$ cat config.mk
export PLATFORM = sky130hd
export DESIGN_NAME = henon_escape_time_core
export DESIGN_NICKNAME = d
export VERILOG_FILES = /design/src/rtl/hen_pkg.sv /design/src/rtl/hen_mul.sv /design/src/rtl/hen_acc.sv /design/src/rtl/henon_escape_time_core.sv
export SDC_FILE = /design/constraint.sdc
export NUM_CORES = 2
export LEC_CHECK = 0
export BUFFER_PORTS_ARGS = -buffer_cell sky130_fd_sc_hd__buf_4
export CAP_MARGIN = 20
export CORE_UTILIZATION = 65
export CTS_CLUSTER_DIAMETER = 80
export DETAILED_ROUTE_END_ITERATION = 12
export MAX_ROUTING_LAYER = met4
export PLACE_DENSITY_LB_ADDON = 0.05
export SLEW_MARGIN = 20
export SYNTH_ARGS = -nofsm -noshare
export SYNTH_HDL_FRONTEND = slang
export SYNTH_SLANG_ARGS = --single-unit
$ cat constraint.sdc
create_clock -name clk -period 10.4 [get_ports clk]
set_clock_uncertainty 0.05 [all_clocks]
set_input_delay 0.52 -clock clk [delete_from_list [all_inputs] [get_ports clk]]
set_output_delay 0.52 -clock clk [all_outputs]
set_load 0.01 [all_outputs]
$ cat src/rtl/hen_pkg.sv
// Shared types and constants of the Henon escape-time core.
// No dependencies; used by every module of the core by scoped names.
package hen_pkg;

  // Fixed port widths
  localparam int unsigned FIELD_BITS = 32;
  localparam int unsigned STEP_BITS  = 16;
  localparam int unsigned CFG_IDX_BITS = 3;
  localparam int unsigned RADIUS_SQ  = 100;
  localparam logic [STEP_BITS-1:0] MAX_ITER_RESET = 16'd500;

  // Input beat: pixel parameter t
  typedef struct packed {
    logic signed [FIELD_BITS-1:0] t_real;
    logic signed [FIELD_BITS-1:0] t_imag;
  } in_item_t;

  // Result beat
  typedef struct packed {
    logic                 escaped;
    logic [STEP_BITS-1:0] steps;
  } out_item_t;

  // Configuration register indexes
  typedef enum logic [CFG_IDX_BITS-1:0] {
    REG_S_RE,
    REG_S_IM,
    REG_X0_RE,
    REG_X0_IM,
    REG_Y0_RE,
    REG_Y0_IM,
    REG_MAX_ITER
  } cfg_reg_t;

  // Operand sources of the shared multiplier
  typedef enum logic [2:0] {
    SRC_XR,
    SRC_XI,
    SRC_YR,
    SRC_YI,
    SRC_SR,
    SRC_SI
  } src_t;

  // Where a product goes once formed
  typedef struct packed {
    logic to_sum;  // add the exact square to the radius sum
    logic to_re;   // add the rounded term to the new real part
    logic to_im;   // add the rounded term to the new imaginary part
    logic sub;     // subtract from the new real part instead of add
    logic half_k;  // round to one fraction bit fewer (doubled term)
    logic last;    // final product of the step
  } op_tag_t;

  typedef struct packed {
    src_t    src_a;
    src_t    src_b;
    op_tag_t tag;
  } op_info_t;

  // Product stream control between the multiplier and the accumulator
  typedef struct packed {
    logic    valid;
    logic    neg;
    op_tag_t tag;
  } prod_ctl_t;

  localparam int unsigned NUM_OPS = 9;
  localparam int unsigned OP_BITS = 4;

  // Product schedule of one map step: four squares, then the cross terms
  function automatic op_info_t op_info(logic [OP_BITS-1:0] idx);
    op_info_t r;
    r = '0;
    r.src_a = SRC_XR;
    r.src_b = SRC_XR;
    case (idx)
      4'd0: begin
        r.src_a = SRC_XR; r.src_b = SRC_XR; r.tag.to_sum = 1'b1;
      end
      4'd1: begin
        r.src_a = SRC_XI; r.src_b = SRC_XI; r.tag.to_sum = 1'b1;
      end
      4'd2: begin
        r.src_a = SRC_YR; r.src_b = SRC_YR; r.tag.to_sum = 1'b1; r.tag.to_re = 1'b1;
      end
      4'd3: begin
        r.src_a = SRC_YI; r.src_b = SRC_YI; r.tag.to_sum = 1'b1; r.tag.to_re = 1'b1;
        r.tag.sub = 1'b1;
      end
      4'd4: begin
        r.src_a = SRC_SR; r.src_b = SRC_YR; r.tag.to_re = 1'b1;
      end
      4'd5: begin
        r.src_a = SRC_SI; r.src_b = SRC_YI; r.tag.to_re = 1'b1; r.tag.sub = 1'b1;
      end
      4'd6: begin
        r.src_a = SRC_YR; r.src_b = SRC_YI; r.tag.to_im = 1'b1; r.tag.half_k = 1'b1;
      end
      4'd7: begin
        r.src_a = SRC_SR; r.src_b = SRC_YI; r.tag.to_im = 1'b1;
      end
      4'd8: begin
        r.src_a = SRC_SI; r.src_b = SRC_YR; r.tag.to_im = 1'b1;
      end
      default: begin
        r.src_a = SRC_XR;
      end
    endcase
    return r;
  endfunction

endpackage

$ cat src/rtl/hen_mul.sv
// Shared signed multiplier of the Henon core: magnitudes cut into limbs, one
// limb pair per cycle while issue is high, partial products summed into the exact product.
// Depends on hen_pkg.
module hen_mul #(
  parameter int unsigned WORD_BITS = 32,
  parameter int unsigned LIMBS     = 1,
  parameter int unsigned LIMB_BITS = 32
) (
  input  logic                          clk,
  input  logic                          rst_n,
  input  logic                          issue,
  input  logic [WORD_BITS-1:0]          a,
  input  logic [WORD_BITS-1:0]          b,
  input  hen_pkg::op_tag_t              tag_in,
  output logic                          adv,
  output hen_pkg::prod_ctl_t            prod_ctl,
  output logic [2*LIMBS*LIMB_BITS-1:0]  prod_mag
);

  localparam int unsigned PADW = LIMBS * LIMB_BITS;
  localparam int unsigned PW   = 2 * PADW;
  localparam int unsigned LCW  = (LIMBS > 1) ? $clog2(LIMBS) : 1;
  localparam int unsigned SCW  = LCW + 1;
  localparam logic [LCW-1:0] LIMB_LAST = LCW'(LIMBS - 1);

  logic [LCW-1:0]        li_r, lj_r, li_nxt, lj_nxt;
  logic [WORD_BITS-1:0]  mag_a, mag_b;
  logic [PADW-1:0]       pad_a, pad_b;
  logic [LIMB_BITS-1:0]  limb_a, limb_b;
  logic                  first_pair, last_pair;

  // Stage A: selected limbs
  logic                  va_r, firsta_r, lasta_r, nega_r;
  logic [LIMB_BITS-1:0]  la_r, lb_r;
  logic [SCW-1:0]        sha_r;
  hen_pkg::op_tag_t      taga_r;

  // Stage B: partial product
  logic                  vb_r, firstb_r, lastb_r, negb_r;
  logic [2*LIMB_BITS-1:0] pp_r;
  logic [SCW-1:0]        shb_r;
  hen_pkg::op_tag_t      tagb_r;

  // Stage C: assembled product
  logic [PW-1:0]         acc_r;
  hen_pkg::prod_ctl_t    ctl_r;

  // Take magnitudes and pick the current limbs
  assign mag_a  = a[WORD_BITS-1] ? (~a + WORD_BITS'(1)) : a;
  assign mag_b  = b[WORD_BITS-1] ? (~b + WORD_BITS'(1)) : b;
  assign pad_a  = PADW'(mag_a);
  assign pad_b  = PADW'(mag_b);
  assign limb_a = pad_a[li_r*LIMB_BITS +: LIMB_BITS];
  assign limb_b = pad_b[lj_r*LIMB_BITS +: LIMB_BITS];

  assign first_pair = (li_r == '0) && (lj_r == '0);
  assign last_pair  = (li_r == LIMB_LAST) && (lj_r == LIMB_LAST);
  assign adv        = issue && last_pair;

  // Advance the limb pair counters
  always_comb begin
    li_nxt = li_r;
    lj_nxt = lj_r;
    if (issue) begin
      if (lj_r == LIMB_LAST) begin
        lj_nxt = '0;
        li_nxt = (li_r == LIMB_LAST) ? '0 : li_r + LCW'(1);
      end else begin
        lj_nxt = lj_r + LCW'(1);
      end
    end
  end

  // Control registers
  always_ff @(posedge clk) begin
    if (!rst_n) begin
      li_r        <= '0;
      lj_r        <= '0;
      va_r        <= 1'b0;
      vb_r        <= 1'b0;
      ctl_r.valid <= 1'b0;
      ctl_r.neg   <= 1'b0;
      ctl_r.tag   <= '0;
    end else begin
      li_r        <= li_nxt;
      lj_r        <= lj_nxt;
      va_r        <= issue;
      vb_r        <= va_r;
      ctl_r.valid <= vb_r && lastb_r;
      ctl_r.neg   <= negb_r;
      ctl_r.tag   <= tagb_r;
    end
  end

  // Datapath registers
  always_ff @(posedge clk) begin
    la_r      <= limb_a;
    lb_r      <= limb_b;
    sha_r     <= SCW'(li_r) + SCW'(lj_r);
    firsta_r  <= first_pair;
    lasta_r   <= last_pair;
    nega_r    <= a[WORD_BITS-1] ^ b[WORD_BITS-1];
    taga_r    <= tag_in;

    pp_r      <= la_r * lb_r;
    shb_r     <= sha_r;
    firstb_r  <= firsta_r;
    lastb_r   <= lasta_r;
    negb_r    <= nega_r;
    tagb_r    <= taga_r;

    // Sum the shifted partial product, restart on the first pair
    if (vb_r) begin
      acc_r <= (firstb_r ? '0 : acc_r) + (PW'(pp_r) << (shb_r * LIMB_BITS));
    end
  end

  assign prod_ctl = ctl_r;
  assign prod_mag = acc_r;

endmodule

$ cat src/rtl/hen_acc.sv
// Rounding and accumulation of the Henon core: rounds each product, sums the
// new orbit coordinates and the radius test, saturates to the word range.
// Depends on hen_pkg.
module hen_acc #(
  parameter int unsigned WORD_BITS = 32,
  parameter int unsigned FRAC_BITS = 22,
  parameter int unsigned PROD_BITS = 64
) (
  input  logic                  clk,
  input  logic                  rst_n,
  input  logic                  init,
  input  logic [WORD_BITS-1:0]  x_re,
  input  logic [WORD_BITS-1:0]  x_im,
  input  logic [WORD_BITS-1:0]  t_re,
  input  logic [WORD_BITS-1:0]  t_im,
  input  hen_pkg::prod_ctl_t    prod_ctl,
  input  logic [PROD_BITS-1:0]  prod_mag,
  output logic                  fin,
  output logic [PROD_BITS+1:0]  sum,
  output logic [WORD_BITS-1:0]  new_re,
  output logic [WORD_BITS-1:0]  new_im
);

  localparam int unsigned TW = (PROD_BITS + 1 > FRAC_BITS + 1) ? PROD_BITS + 1 : FRAC_BITS + 1;
  localparam int unsigned AW = TW + 3;
  localparam int unsigned SW = PROD_BITS + 2;
  localparam logic [TW-1:0] HALF_HI = TW'(1) << (FRAC_BITS - 1);
  localparam logic [TW-1:0] HALF_LO = TW'(1) << (FRAC_BITS - 2);

  logic [TW-1:0]         half_v;
  logic signed [TW-1:0]  flip, rnd, term;

  logic                  rv_r, fin_r;
  hen_pkg::op_tag_t      rtag_r;
  logic signed [TW-1:0]  term_r;
  logic [PROD_BITS-1:0]  sq_r;

  logic [SW-1:0]         sum_r;
  logic signed [AW-1:0]  re_r, im_r;

  // Clamp an accumulator to the signed word range
  function automatic logic [WORD_BITS-1:0] sat(logic signed [AW-1:0] v);
    logic [WORD_BITS-1:0] r;
    if ((&v[AW-1:WORD_BITS-1]) || !(|v[AW-1:WORD_BITS-1])) begin
      r = v[WORD_BITS-1:0];
    end else if (v[AW-1]) begin
      r = {1'b1, {(WORD_BITS-1){1'b0}}};
    end else begin
      r = {1'b0, {(WORD_BITS-1){1'b1}}};
    end
    return r;
  endfunction

  // Apply the sign and round to nearest, ties up, in one add
  assign flip   = $signed(TW'(prod_mag) ^ {TW{prod_ctl.neg}});
  assign half_v = (prod_ctl.tag.half_k ? HALF_LO : HALF_HI) | TW'(prod_ctl.neg);
  assign rnd    = flip + $signed(half_v);
  assign term   = prod_ctl.tag.half_k ? (rnd >>> (FRAC_BITS - 1)) : (rnd >>> FRAC_BITS);

  // Control registers
  always_ff @(posedge clk) begin
    if (!rst_n) begin
      rv_r  <= 1'b0;
      fin_r <= 1'b0;
    end else begin
      rv_r  <= prod_ctl.valid;
      fin_r <= rv_r && rtag_r.last;
    end
  end

  // Rounded term, then the running sums
  always_ff @(posedge clk) begin
    rtag_r <= prod_ctl.tag;
    term_r <= term;
    sq_r   <= prod_mag;
    if (init) begin
      sum_r <= '0;
      re_r  <= AW'($signed(x_re)) + AW'($signed(t_re));
      im_r  <= AW'($signed(x_im)) + AW'($signed(t_im));
    end else if (rv_r) begin
      if (rtag_r.to_sum) begin
        sum_r <= sum_r + SW'(sq_r);
      end
      if (rtag_r.to_re) begin
        re_r <= rtag_r.sub ? (re_r - AW'(term_r)) : (re_r + AW'(term_r));
      end
      if (rtag_r.to_im) begin
        im_r <= im_r + AW'(term_r);
      end
    end
  end

  assign fin    = fin_r;
  assign sum    = sum_r;
  assign new_re = sat(re_r);
  assign new_im = sat(im_r);

endmodule

$ cat src/rtl/henon_escape_time_core.sv
// Top level of the Henon escape-time core: configuration registers, orbit
// state and step sequencer around the shared multiplier and accumulator.
// Depends on hen_pkg, hen_mul and hen_acc.
//
//  channel | ports                          | handshake
//  --------+--------------------------------+-------------------------------
//  input   | start, busy, in_data           | beat taken when start && !busy
//  result  | out_strobe, out_data           | one-cycle strobe, no back-pressure
//  config  | cfg_valid, cfg_ready, cfg_index, | write when cfg_valid && cfg_ready
//          | cfg_data                       |
//
// A map step runs nine products through the single multiplier, one limb
// pair a cycle, L = ceil(WORD_BITS/32) limbs, then the pipeline drain and
// the limit check.
// busy stays high from the accepted beat until the result strobe.
// Reset is synchronous; configuration writes are taken in any cycle.
module henon_escape_time_core #(
  parameter int unsigned WORD_BITS = 32,
  parameter int unsigned FRAC_BITS = 22
) (
  input  logic                                clk,
  input  logic                                rst_n,
  input  logic                                start,
  output logic                                busy,
  input  hen_pkg::in_item_t                   in_data,
  output logic                                out_strobe,
  output hen_pkg::out_item_t                  out_data,
  input  logic                                cfg_valid,
  output logic                                cfg_ready,
  input  logic [hen_pkg::CFG_IDX_BITS-1:0]    cfg_index,
  input  logic [hen_pkg::FIELD_BITS-1:0]      cfg_data
);

  localparam int unsigned W     = WORD_BITS;
  localparam int unsigned LIMBS = (W + 31) / 32;
  localparam int unsigned LB    = (W + LIMBS - 1) / LIMBS;
  localparam int unsigned PW    = 2 * LIMBS * LB;
  localparam int unsigned SW    = PW + 2;
  localparam int unsigned LW    = 2 * FRAC_BITS + 8;
  localparam int unsigned CW    = (SW > LW) ? SW : LW;
  localparam int unsigned XW    = (W > hen_pkg::FIELD_BITS) ? W : hen_pkg::FIELD_BITS;
  localparam logic [CW-1:0] RADIUS_LIM = CW'(hen_pkg::RADIUS_SQ) << (2 * FRAC_BITS);
  localparam logic [hen_pkg::OP_BITS-1:0] OP_LAST = hen_pkg::OP_BITS'(hen_pkg::NUM_OPS - 1);

  typedef enum logic [2:0] {
    ST_IDLE,
    ST_CHECK,
    ST_ISSUE,
    ST_DRAIN
  } state_t;

  // Configuration
  logic [W-1:0]                    s_re_r, s_im_r, x0_re_r, x0_im_r, y0_re_r, y0_im_r;
  logic [hen_pkg::STEP_BITS-1:0]   max_iter_r;

  // Sequencer and orbit state
  state_t                          state_r, state_nxt;
  logic [hen_pkg::OP_BITS-1:0]     op_r, op_nxt;
  logic [hen_pkg::STEP_BITS-1:0]   count_r, count_nxt;
  logic [W-1:0]                    xr_r, xi_r, yr_r, yi_r, xr_nxt, xi_nxt, yr_nxt, yi_nxt;
  logic [W-1:0]                    t_re_r, t_im_r, t_re_nxt, t_im_nxt;
  logic                            out_strobe_r, out_strobe_nxt;
  hen_pkg::out_item_t              out_data_r, out_data_nxt;
  logic                            acc_init;

  // Shared unit wiring
  hen_pkg::op_info_t               info;
  hen_pkg::op_tag_t                tag;
  logic [W-1:0]                    opa, opb;
  logic                            issue, adv, fin;
  hen_pkg::prod_ctl_t              prod_ctl;
  logic [PW-1:0]                   prod_mag;
  logic [SW-1:0]                   sum;
  logic [W-1:0]                    new_re, new_im;

  // Sign-extend a 32-bit field and clamp it to the word range
  function automatic logic [W-1:0] load_word(logic [hen_pkg::FIELD_BITS-1:0] v);
    logic signed [XW-1:0] e;
    logic [W-1:0]         r;
    e = XW'($signed(v));
    if ((&e[XW-1:W-1]) || !(|e[XW-1:W-1])) begin
      r = e[W-1:0];
    end else if (e[XW-1]) begin
      r = {1'b1, {(W-1){1'b0}}};
    end else begin
      r = {1'b0, {(W-1){1'b1}}};
    end
    return r;
  endfunction

  // Configuration writes
  assign cfg_ready = 1'b1;

  always_ff @(posedge clk) begin
    if (!rst_n) begin
      s_re_r     <= '0;
      s_im_r     <= '0;
      x0_re_r    <= '0;
      x0_im_r    <= '0;
      y0_re_r    <= '0;
      y0_im_r    <= '0;
      max_iter_r <= hen_pkg::MAX_ITER_RESET;
    end else if (cfg_valid) begin
      unique case (hen_pkg::cfg_reg_t'(cfg_index))
        hen_pkg::REG_S_RE:     s_re_r     <= load_word(cfg_data);
        hen_pkg::REG_S_IM:     s_im_r     <= load_word(cfg_data);
        hen_pkg::REG_X0_RE:    x0_re_r    <= load_word(cfg_data);
        hen_pkg::REG_X0_IM:    x0_im_r    <= load_word(cfg_data);
        hen_pkg::REG_Y0_RE:    y0_re_r    <= load_word(cfg_data);
        hen_pkg::REG_Y0_IM:    y0_im_r    <= load_word(cfg_data);
        hen_pkg::REG_MAX_ITER: max_iter_r <= cfg_data[hen_pkg::STEP_BITS-1:0];
        default: ;
      endcase
    end
  end

  // Pick the operands of the current product
  assign info = hen_pkg::op_info(op_r);

  always_comb begin
    tag      = info.tag;
    tag.last = (op_r == OP_LAST);
    case (info.src_a)
      hen_pkg::SRC_XR: opa = xr_r;
      hen_pkg::SRC_XI: opa = xi_r;
      hen_pkg::SRC_YR: opa = yr_r;
      hen_pkg::SRC_YI: opa = yi_r;
      hen_pkg::SRC_SR: opa = s_re_r;
      hen_pkg::SRC_SI: opa = s_im_r;
      default:         opa = '0;
    endcase
    case (info.src_b)
      hen_pkg::SRC_XR: opb = xr_r;
      hen_pkg::SRC_XI: opb = xi_r;
      hen_pkg::SRC_YR: opb = yr_r;
      hen_pkg::SRC_YI: opb = yi_r;
      hen_pkg::SRC_SR: opb = s_re_r;
      hen_pkg::SRC_SI: opb = s_im_r;
      default:         opb = '0;
    endcase
  end

  assign issue = (state_r == ST_ISSUE);

  hen_mul #(
    .WORD_BITS (W),
    .LIMBS     (LIMBS),
    .LIMB_BITS (LB)
  ) u_mul (
    .clk      (clk),
    .rst_n    (rst_n),
    .issue    (issue),
    .a        (opa),
    .b        (opb),
    .tag_in   (tag),
    .adv      (adv),
    .prod_ctl (prod_ctl),
    .prod_mag (prod_mag)
  );

  hen_acc #(
    .WORD_BITS (W),
    .FRAC_BITS (FRAC_BITS),
    .PROD_BITS (PW)
  ) u_acc (
    .clk      (clk),
    .rst_n    (rst_n),
    .init     (acc_init),
    .x_re     (xr_r),
    .x_im     (xi_r),
    .t_re     (t_re_r),
    .t_im     (t_im_r),
    .prod_ctl (prod_ctl),
    .prod_mag (prod_mag),
    .fin      (fin),
    .sum      (sum),
    .new_re   (new_re),
    .new_im   (new_im)
  );

  // Step sequencer
  always_comb begin
    state_nxt      = state_r;
    op_nxt         = op_r;
    count_nxt      = count_r;
    xr_nxt         = xr_r;
    xi_nxt         = xi_r;
    yr_nxt         = yr_r;
    yi_nxt         = yi_r;
    t_re_nxt       = t_re_r;
    t_im_nxt       = t_im_r;
    out_strobe_nxt = 1'b0;
    out_data_nxt   = out_data_r;
    acc_init       = 1'b0;
    unique case (state_r)
      ST_IDLE: begin
        // Take the pixel beat and load the start point
        if (start) begin
          t_re_nxt  = load_word(in_data.t_real);
          t_im_nxt  = load_word(in_data.t_imag);
          xr_nxt    = x0_re_r;
          xi_nxt    = x0_im_r;
          yr_nxt    = y0_re_r;
          yi_nxt    = y0_im_r;
          count_nxt = '0;
          state_nxt = ST_CHECK;
        end
      end
      ST_CHECK: begin
        // Stop at the limit, otherwise start the products of a step
        if (count_r == max_iter_r) begin
          out_strobe_nxt       = 1'b1;
          out_data_nxt.escaped = 1'b0;
          out_data_nxt.steps   = '0;
          state_nxt            = ST_IDLE;
        end else begin
          acc_init  = 1'b1;
          op_nxt    = '0;
          state_nxt = ST_ISSUE;
        end
      end
      ST_ISSUE: begin
        if (adv) begin
          if (op_r == OP_LAST) begin
            state_nxt = ST_DRAIN;
          end else begin
            op_nxt = op_r + hen_pkg::OP_BITS'(1);
          end
        end
      end
      ST_DRAIN: begin
        // Radius test on the old point decides; else commit the new point
        if (fin) begin
          if (!(CW'(sum) < RADIUS_LIM)) begin
            out_strobe_nxt       = 1'b1;
            out_data_nxt.escaped = 1'b1;
            out_data_nxt.steps   = count_r;
            state_nxt            = ST_IDLE;
          end else begin
            xr_nxt    = yr_r;
            xi_nxt    = yi_r;
            yr_nxt    = new_re;
            yi_nxt    = new_im;
            count_nxt = count_r + hen_pkg::STEP_BITS'(1);
            state_nxt = ST_CHECK;
          end
        end
      end
      default: state_nxt = ST_IDLE;
    endcase
  end

  always_ff @(posedge clk) begin
    if (!rst_n) begin
      state_r      <= ST_IDLE;
      op_r         <= '0;
      count_r      <= '0;
      xr_r         <= '0;
      xi_r         <= '0;
      yr_r         <= '0;
      yi_r         <= '0;
      out_strobe_r <= 1'b0;
      out_data_r   <= '0;
    end else begin
      state_r      <= state_nxt;
      op_r         <= op_nxt;
      count_r      <= count_nxt;
      xr_r         <= xr_nxt;
      xi_r         <= xi_nxt;
      yr_r         <= yr_nxt;
      yi_r         <= yi_nxt;
      t_re_r       <= t_re_nxt;
      t_im_r       <= t_im_nxt;
      out_strobe_r <= out_strobe_nxt;
      out_data_r   <= out_data_nxt;
    end
  end

  assign busy       = (state_r != ST_IDLE);
  assign out_strobe = out_strobe_r;
  assign out_data   = out_data_r;

endmodule

==> impl_metrics.json <==
{
  "cts_buffers": 110,
  "fin_crit_sh_pct": 87.1,
  "drive_above_1_share_pct": 5.51,
  "required_ns": 10.96,
  "rsz0062_at_grt": "false",
  "clock_path_buffers": 3,
  "wirelength_um": 308000,
  "crit_fanout": 32,
  "finalPower_mw": 34.0,
  "synth_top_area_share_pct": 20.7,
  "whs_path_depth": 3,
  "drt-met1-wl_um": 112000,
  "synth-edff-count": 264,
  "max_freq_mhz": 110,
  "p_leak_nw": 41.7,
  "max-cap-violations": 0,
  "post-route-min-period_ns": 9.06,
  "grt_overflow": 0,
  "cts-root-buf": "clkbuf_16",
  "final.setup.tns_ns": 0,
  "synthCells": 9937,
  "hold_violations": 0,
  "ff2ff_path_depth": 25,
  "syn_nets": 11500,
  "dr.max_layer_used": "met4",
  "syn_area_mm2": 0.0871,
  "critical-path-slowest-cell": "dfxtp_1",
  "seq_area_frac_synth_pct": 25.4,
  "crit_type": "flip-flop to flip-flop",
  "status": "finished clean",
  "wl_met3_um": 36600,
  "io_buffers": 121,
  "grt_pass1_wl_um": 465000,
  "multi_input_area_mm2": 0.0592,
  "max_stage_delay_ns": 1.04,
  "synth-seq-cells": 973,
  "initial_core_util_pct": 65.9,
  "cts_max_level": 3,
  "cts.sinks": 973,
  "regArea_mm2": 0.0222,
  "vdd_drop_max_v": 0.000805,
  "die_w_um": 368,
  "synth_flop_cell": "dfxtp_1",
  "antenna_found_initial": 39,
  "finalSetupViolations": 0,
  "cpLargestDelayFamily": "adder cells",
  "std_cell_rows": 133,
  "routabilityCongestion": 1.09,
  "insertion_delay_ns": 0.80,
  "die_h_um": 368,
  "ys_warn_count": 0,
  "dp_hpwl_um": 228000,
  "cp.depth": 25,
  "drc": 0,
  "yosysTopAreaCell": "fa_1",
  "ant_nets": 0,
  "path_clk_slew_ns": 0.06,
  "area_delta_synth_final_pct": 8.25,
  "crit_top_cell": "fa_1",
  "drtIter0Drc": 10500,
  "nNetsFinal": 11300,
  "dr.pass1.iters": 9,
  "pin_count": 123,
  "cts_tree": "yes",
  "core_mm2": 0.132,
  "dr_wl_met2_um": 134000,
  "path_buf_inv": 4,
  "tightest_slew_ns": 1.38,
  "cts_resized": 0,
  "power_density_mw_per_mm2": 360,
  "via_count": 76000,
  "worstPathArrival_ns": 9.62,
  "maxSlewHeadroom_pct": 7.96,
  "synthArstFlopShare_pct": 0,
  "min_path_type": "primary input to flip-flop",
  "wl_per_cell_um": 26.4,
  "critPathCaptureType": "flip-flop",
  "viasPerCell": 6.51,
  "dieArea_mm2": 0.135,
  "grt_max_degree": 159,
  "slew_violations": 0,
  "critPathLaunchType": "flip-flop",
  "synth_area_leaders": "fa_1, dfxtp_1, edfxtp_1",
  "grt_usage_pct": 46.9,
  "grt_pass1_vias": 75200,
  "synth_cell_type_count": 96,
  "num-fill-cells": 10100,
  "avgSynthCellArea_um2": 8.76
}
-- cell families after synthesis --
family          Yosys count  share of synthesized area (%)
buf+inv                1581                           6.85
xor+xnor                483                           4.86
compound gates         2048                           15.5
mux                      32                          0.369
other cells               1                        0.00431
simple gates           3382                           18.6
fa+ha+maj              1437                           28.4
flops                   973                           25.4
-- power by group --
group          switching, mW  internal (mW)  total (mW)
sequential             0.931           4.72        5.65
clock                   1.86           2.49        4.35
combinational           15.0           8.99        24.0
-- what timing repair did --
| action | in CTS | in global routing |
|---|---|---|
| endpoints found under the hold margin | 272 | 0 |
| hold buffers | 96 | 0 |
| buffers inserted | 0 | 0 |
-- registers in the layout (all words and copies together) (netlist names), 44 cells and up --
register,count
u_mul.prod_mag,64
u_acc.re_r,68
u_acc.sum,66
u_acc.im_r,68
u_acc.term_r,44
u_acc.sq_r,64
u_mul.pp_r,64
-- worst register-to-register path, stage by stage (launching register included) --
cell	delay (ns)
dfxtp_1	1.04
and2_1	0.26
fa_1	0.44
fa_1	0.52
inv_1	0.06
fa_1	0.50
fa_1	0.51
inv_1	0.07
fa_1	0.54
inv_1	0.07
fa_1	0.56
fa_1	0.44
fa_1	0.49
inv_1	0.04
ha_1	0.37
and3_1	0.25
nand2_1	0.09
nor3_1	0.21
a21boi_0	0.49
nor2_1	0.18
o31ai_1	0.45
nor4b_1	0.43
o32ai_1	0.22
o21ai_0	0.34
a221oi_1	0.17
xnor2_1	0.15
-- synth_stat cells (all sizes together), types with 31 or more instances --
cell type	count
nor3	151
nand3	182
o21bai	57
inv	1000
a21o	213
nor2	419
ha	535
fa	901
buf	47
xnor2	315
and2	629
o21a	35
o211a	72
o31ai	32
nand2b	40
a22o	32
a222oi	32
dfxtp	709
a221oi	39
nand4	94
edfxtp	264
a211oi	100
mux2i	31
nor2b	128
a21boi	221
a31oi	66
nand2	1507
clkbuf	534
a21oi	595
nor4	46
and3	63
o21ai	357
xor2	168
-- layer usage --
metal / vias to the layer above / global-route usage (%)
met2: 4759 / 69.3
li1: 32900 / -
met3: 1265 / 11.3
met5: - / -
met1: 37100 / 57.8
met4: 0 / 29.5
-- cells in the final DEF (no fill, tap or decap), types with 177 or more instances in the layout --
cell      synthesis  routed
nand2_1        1506    1499
inv_1          1000    1000
fa_1            901     901
dfxtp_1         709     686
and2_1          629     628
a21oi_1         594     591
ha_1            535     535
nor2_1          414     405
o21ai_0         350     350
xnor2_1         315     315
edfxtp_1        264     264
buf_4             1     226
a21boi_0        220     220
a21o_1          213     212
nand3_1         180     177
-- per-stage QoR --
stage          cell area (um2)  setup slack (ns)  instances  utilization, %  hold WS, ns
2_1_floorplan            87100              3.04       9937               -        0.260
4_1_cts                  94100              1.35      11600            71.2        0.122
3_5_place_dp             89100              1.39      11300            67.4        0.262
3_3_place_gp             89100              1.68      11300            67.4        0.261
5_1_grt                  94200              1.02      11700            71.3        0.158
6_report                 94300              1.34      11700            71.3        0.169
-- area by class of cell --
| cell class | instances | area share [%] |
|---|---|---|
| diodes | 32 | 0.0849 |
| clock buffers | 143 | 3.35 |
| clock inverters | 64 | 0.973 |
| inverters | 1000 | 3.98 |
| multi-input cells | 7383 | 62.8 |
| flip-flops and latches | 973 | 23.5 |
| well taps | 1755 | 2.33 |
| repair buffers | 328 | 2.96 |
-- path summary, 6_finish.rpt --
path                startpoint  slack (ns)              end
max              u_mul.lb_r[7]        1.34   u_mul.pp_r[51]
min                      start        0.17         yi_r[31]
max reg2reg      u_mul.lb_r[7]        1.34   u_mul.pp_r[51]
min reg2reg  u_mul.prod_ctl[2]        0.28  u_acc.rtag_r[2]
Power figures use the tool's default switching activity.
